===== src/rtl/core/plt_pkg.sv =====
// Shared types and constants for the partition label table.
`timescale 1ns / 1ps
`default_nettype none

package plt_pkg;

  localparam int NUM_ELEMENTS = 1024;
  localparam int ELEM_BITS    = $clog2(NUM_ELEMENTS);
  localparam int LABEL_BITS   = 16;
  localparam int CMD_BITS     = 3;
  localparam int STATUS_BITS  = 3;
  localparam int ROOM_BITS    = ((LABEL_BITS > ELEM_BITS) ? LABEL_BITS : ELEM_BITS) + 1;

  localparam logic [LABEL_BITS-1:0] LABEL_LIMIT = {{(LABEL_BITS-1){1'b1}}, 1'b0};
  localparam logic [ELEM_BITS-1:0]  LAST_ENTRY  = ELEM_BITS'(NUM_ELEMENTS - 1);

  typedef enum logic [CMD_BITS-1:0] {
    CMD_ADD        = 3'd0,
    CMD_MOVE       = 3'd1,
    CMD_SINGLE     = 3'd2,
    CMD_ALL_SINGLE = 3'd3,
    CMD_MERGE      = 3'd4,
    CMD_SAME       = 3'd5,
    CMD_CONTAINS   = 3'd6,
    CMD_ONE_SUBSET = 3'd7
  } plt_cmd_t;

  typedef enum logic [STATUS_BITS-1:0] {
    ST_OK        = 3'd0,
    ST_ASSIGNED  = 3'd1,
    ST_NO_LABEL  = 3'd2,
    ST_EXHAUSTED = 3'd3,
    ST_RANGE     = 3'd4
  } plt_status_t;

  typedef struct packed {
    logic [CMD_BITS-1:0]   command;
    logic [ELEM_BITS-1:0]  element;
    logic [ELEM_BITS-1:0]  other_element;
    logic [LABEL_BITS-1:0] subset;
    logic [LABEL_BITS-1:0] other_subset;
  } plt_in_t;

  typedef struct packed {
    logic                   answer;
    logic [LABEL_BITS-1:0]  new_label;
    logic [LABEL_BITS-1:0]  label_bound;
    logic [STATUS_BITS-1:0] status;
  } plt_out_t;

  typedef struct packed {
    logic                  valid;
    logic [LABEL_BITS-1:0] label;
  } plt_entry_t;

  typedef struct packed {
    logic clear;
    logic load;
    logic eval;
    logic walk;
    logic xfer;
  } plt_ctl_t;

  typedef struct packed {
    logic clear_last;
    logic walk_last;
    logic need_walk;
  } plt_stat_t;

endpackage

`default_nettype wire


===== src/rtl/core/plt_ctrl.sv =====
// Control state machine that sequences clearing, lookup, evaluation and table walks.
`timescale 1ns / 1ps
`default_nettype none

module plt_ctrl
  import plt_pkg::*;
(
  input  wire logic      clk,
  input  wire logic      rst_n,
  input  wire logic      in_valid,
  output logic           in_stall,
  output logic           out_valid,
  input  wire logic      out_stall,
  input  wire plt_stat_t stat,
  output plt_ctl_t       ctl
);

  typedef enum logic [6:0] {
    S_CLEAR  = 7'b0000001,
    S_IDLE   = 7'b0000010,
    S_LOOKUP = 7'b0000100,
    S_EVAL   = 7'b0001000,
    S_WALK   = 7'b0010000,
    S_DRAIN  = 7'b0100000,
    S_FIN    = 7'b1000000
  } plt_state_t;

  plt_state_t st_r, st_nxt;
  logic       out_valid_r, out_valid_nxt;
  logic       out_free;

  assign out_free  = !out_valid_r || !out_stall;
  assign in_stall  = (st_r != S_IDLE);
  assign out_valid = out_valid_r;

  always_comb begin
    st_nxt = st_r;
    ctl    = '0;
    unique case (st_r)
      S_CLEAR: begin
        ctl.clear = 1'b1;
        if (stat.clear_last) begin
          st_nxt = S_IDLE;
        end
      end
      S_IDLE: begin
        if (in_valid) begin
          ctl.load = 1'b1;
          st_nxt   = S_LOOKUP;
        end
      end
      S_LOOKUP: begin
        st_nxt = S_EVAL;
      end
      S_EVAL: begin
        ctl.eval = 1'b1;
        st_nxt   = stat.need_walk ? S_WALK : S_FIN;
      end
      S_WALK: begin
        ctl.walk = 1'b1;
        if (stat.walk_last) begin
          st_nxt = S_DRAIN;
        end
      end
      S_DRAIN: begin
        st_nxt = S_FIN;
      end
      S_FIN: begin
        if (out_free) begin
          ctl.xfer = 1'b1;
          st_nxt   = S_IDLE;
        end
      end
    endcase
  end

  always_comb begin
    if (ctl.xfer) begin
      out_valid_nxt = 1'b1;
    end else begin
      out_valid_nxt = out_valid_r && out_stall;
    end
  end

  always_ff @(posedge clk) begin
    if (!rst_n) begin
      st_r        <= S_CLEAR;
      out_valid_r <= 1'b0;
    end else begin
      st_r        <= st_nxt;
      out_valid_r <= out_valid_nxt;
    end
  end

  // A new transaction is never taken in the cycle after one was taken.
  a_one_at_a_time: assert property (@(posedge clk) disable iff (!rst_n)
    (in_valid && !in_stall) |=> in_stall)
    else $error("plt_ctrl: input taken twice in a row");

  // A result is moved to the output register only when that register is free.
  a_xfer_free: assert property (@(posedge clk) disable iff (!rst_n)
    ctl.xfer |-> (!out_valid_r || !out_stall))
    else $error("plt_ctrl: result overwrote a pending transaction");

  // The table clearing pass holds off input right after reset.
  a_clear_stall: assert property (@(posedge clk) disable iff (!rst_n)
    (rst_n && !$past(rst_n)) |-> in_stall)
    else $error("plt_ctrl: input accepted during clearing pass");

endmodule

`default_nettype wire


===== config.mk =====
export PLATFORM = sky130hd
export DESIGN_NAME = plt_ctrl
export DESIGN_NICKNAME = d
export VERILOG_FILES = /design/src/rtl/core/plt_pkg.sv /design/src/rtl/core/plt_ctrl.sv
export SDC_FILE = /design/constraint.sdc
export NUM_CORES = 1
export LEC_CHECK = 0
export BUFFER_PORTS_ARGS = -buffer_cell sky130_fd_sc_hd__buf_2
export CAP_MARGIN = 5
export CORE_MARGIN = 3
export CORE_UTILIZATION = 35
export CTS_CLUSTER_SIZE = 14
export DETAILED_ROUTE_END_ITERATION = 10
export MAX_ROUTING_LAYER = met4
export PLACE_DENSITY_LB_ADDON = 0.12
export RECOVER_POWER = 50
export SLEW_MARGIN = 10
export SYNTH_ARGS = -nofsm -noshare
export SYNTH_HDL_FRONTEND = slang
export SYNTH_SLANG_ARGS = --single-unit

===== constraint.sdc =====
create_clock -name clk -period 1.38 [get_ports clk]
set_clock_uncertainty 0.05 [all_clocks]
set_input_delay 0.069 -clock clk [delete_from_list [all_inputs] [get_ports clk]]
set_output_delay 0.069 -clock clk [all_outputs]
set_load 0.05 [all_outputs]

Word level (Yosys, flattened, before mapping)
Cells that the tools add are included.
{"block": "totals", "register_bits": 8, "input_bits": 7, "output_inout_bits": 7, "wordCells": 33}
{"block": "classes", "n_eq_ne": 12, "muxes": 14, "reduce_logical": 5}
{"operator": "case mux 7 bit (7 select lines)", "count": 1}
{"operator": "two-way mux 7 bit", "count": 5}
{"operator": "two-way mux 1 bit", "count": 8}
{"operator": "!= test 2 bit, second input constant", "count": 4}
{"operator": "== test 7 x 1 -> 1 bit, second input constant", "count": 1}
{"operator": "== test 7 x 2 -> 1 bit, second input constant", "count": 1}
{"operator": "== test 7 x 3 -> 1 bit, second input constant", "count": 1}
{"operator": "== test 7 x 4 -> 1 bit, second input constant", "count": 1}
{"operator": "== test 7 x 5 -> 1 bit, second input constant", "count": 1}
{"operator": "== test 7 x 6 -> 1 bit, second input constant", "count": 1}
{"operator": "== test 7 bit, second input constant", "count": 1}
{"operator": "!= test 7 x 2 -> 1 bit, second input constant", "count": 1}
{"operator": "AND reduction 4 bit", "count": 1}
{"operator": "logical NOT 1 bit", "count": 2}
{"operator": "logical AND 1 bit", "count": 1}
{"operator": "logical OR 1 bit", "count": 1}

Logic depth before layout (Yosys ltp)
{"block": "depth", "ltp_word": 5, "ltp_mapped": 5, "ltp_nobuf": 4}

Worst setup path before layout
No wires, ideal clock.
{"block": "synth_timing", "kind": "register -> output", "from": "register st_r[2]", "to": "output port ctl[3] (netlist name)", "arrival_time_ns": 2.007, "t_required_ns": 1.261, "slack_ns": -0.746, "path_stages_with_launch": 5, "path_buffers": 0, "path_cell_list": "dfxtp_1 > nor3_1 > and2_1 > nand3b_1 > nor2_1"}
{"element": "start, declared", "line_no": "plt_ctrl.sv:28", "source": "plt_state_t st_r, st_nxt;"}
{"element": "start signal, assigned", "line_no": "plt_ctrl.sv:90", "source": "st_r <= st_nxt;"}
{"element": "end, declared", "line_no": "plt_ctrl.sv:15", "source": "output plt_ctl_t ctl"}

==> results.ini <==
[pwr]
p_seq_frac=0.370
pwr-share-comb=0.357
powerDensity_nw_per_um2=751
power.internal_uw=471
pwr-share-clk=0.273
p_sw_frac=0.344
p_switching_uw=247
ir_drop_mv=0.557
power.leakage_uw=0.000428

[setup_path]
cp_max_fo=2
criticalPathCategory=flop to output pin
cp.arrival_ns=1.60
cp-start-kind=flop
crit_required_ns=1.26
critPathTopFamily=simple AND/OR/NAND/NOR gates
startpoint=st_r[5]
critPathMaxStageDelay_ns=0.55
end_kind=output pin
r2r-start=st_r[5]
path_cells=or4_4, nor4b_4, buf_6
cpMaxStageDelayCell=or4_4
worst-path-buf-inv=1

[floorplanning]
dieArea_um2=1890
die_y_um=43.5
num_rows=12
start_util=0.404
core_area_um2=1220
ios=14
die_w_um=43.5

[clocking]
cts_tree=yes
cts_made_buffers=3
worstSkewPairLatency_ns=0.27
path_clk_slew_ns=0.07
cts_buffer_depth=2
htree_levels=1
cts.sinks=8
cts-root-buf=clkbuf_4

[grt]
grt_usage=0.191
grt_pass1_wl_mm=2.61
grt_pass1_vias=584
antenna_found_initial=0
grt_overflow=0
grt_max_degree=9

[hold_path]
holdCritStartpoint=stat[0]
hold_class=primary input to flop

[synthesis]
synthArstFlopShare=0
ys_seq_area_frac=0.326
ys_warn_count=0
synth_area_um2=492
yosysMostFrequentCell=dfxtp_1
netlist_top_cells_area=dfxtp_1, nand3_1, nor4b_4
synthTopCellsByCount=dfxtp_1, nand3_1, inv_1, nor2_1
post_synth_num_cell_types=28
yosys.area.top_type=dfxtp_1
synth_top_area_frac=0.326
synth_edf_count=0
avgSynthCellArea_um2=8.20
syn-num-nets=67
synth_cells=60
yosys_most_used_dff=dfxtp_1
ys_ff_latch=8

[route]
wl_per_cell_um=13.9
drt_wl_total_mm=1.62
postRouteAntennaNets=0
routed_via_density=5.30
firstDrtPassIters=4
drc_errors=0
initialDrtViolationCount=15
route.vias.total=620

[sta]
min_period_ns=1.71
finalSetupViolCount=12
tightestPinTransition_ns=0.599
fmax_mhz=583
min_period_over_period=1.24
slew_headroom=0.603
finalHoldViolCount=0
grt_setup_unrepaired=true
setup_ws_ns=-0.334
drv_slew=0

[layout]
areaGrowthSynthToFinish_pct=94.7
drive_above_1_share=0.660
layout.nets=112
diodes=0
finalNonFillerCells=117
design_area_um2=957

[place]
gp_congestion=0.821
numPortBuffers=13
place_hpwl_um=989
place_inst=99
placed_area_um2=674

[status]
status=complete, but fails checks
violations=negative setup slack

[flow_run]
cap_viol_max_count=0

## path summary, 6_finish.rpt
kind,cells after the start,slack [ns],endpoint
worst max register to register,5,-0.20,st_r[6]
worst min-delay path,3,0.01,st_r[4]
worst max-delay path,3,-0.33,ctl[2]
worst min register to register,2,0.43,out_valid
## layout by cell type, fill, tap and decap left out, types with 2 or more instances in the layout
cell type  instances
a21boi_1           2
buf_2              6
buf_4             22
buf_6             10
clkbuf_4           3
dfxtp_2            6
dfxtp_4            2
inv_1              4
nand2_1            2
nand2b_1           2
nand3_1            4
nand3_2            2
nand3b_1           2
nand4_1            3
nor2_2             3
nor2_4             2
nor3_4             2
nor3b_1            2
xor2_1             2
## logic make-up after synthesis
kind of cell | Yosys count | share of synthesized area
AND/OR/NAND/NOR | 35 | 0.461
XOR/XNOR | 2 | 0.0356
buffers and inverters | 6 | 0.0483
flip-flops | 8 | 0.326
AO/OA/AOI/OAI | 8 | 0.109
multiplexers | 1 | 0.0204
## final cells by class
type                            count  area (um2)
Sequential cell                     8         175
Tap cell                           14        17.5
Inverter                            5        18.8
Clock buffer                        3        22.5
Timing Repair Buffer               41         337
Multi-Input combinational cell     46         387
Fill cell                          77         259
## per-stage QoR
stage	worst slack (ns)	utilization	hold slack (ns)	total power, uW	TNS [ns]
floorplan	-0.635	-	0.0990	379	-2.14
global placement	-0.182	0.555	0.228	448	-0.607
detailed placement	-0.195	0.555	0.228	450	-0.667
CTS	-0.308	0.740	0.0212	699	-1.14
global route	-0.411	0.787	0.0247	756	-2.48
finish	-0.334	0.787	0.00991	719	-1.53
## power by group through the flow
stage	combinational, uW	sequential (uW)	clock (uW)
after detailed placement	187	263	0
after floorplan	122	257	0
after CTS	246	266	187
after global placement	186	262	0
final	257	266	196
after global routing	276	269	211
## routing by layer
| metal | up-vias | track usage | routed length, um |
|---|---|---|---|
| met5 | - | - | 0 |
| met4 | 0 | 0.0783 | 19 |
| met3 | 4 | 0.0373 | 65 |
| met2 | 18 | 0.274 | 755 |
| met1 | 292 | 0.261 | 781 |
| li1 | 306 | - | - |
## what timing repair did
action | CTS | global route
resized for setup | 35 | 9
buffers inserted | 10 | 5
hold endpoints to repair | 1 | 0
pin swaps | 16 | 11
hold buffers | 1 | 0
endpoints found under the setup margin | 12 | 12
## worst reg2reg max path: stages, from the launching register on
cell     delay, ns
dfxtp_2       0.33
or4_4         0.55
nor4b_4       0.26
buf_4         0.17
a22oi_2       0.07
nor2b_2       0.11
## state kept, by name (all words and copies together) (netlist names)
name,count
st_r,7
out_valid,1
No activity file was read; power rests on OpenSTA's default activity.
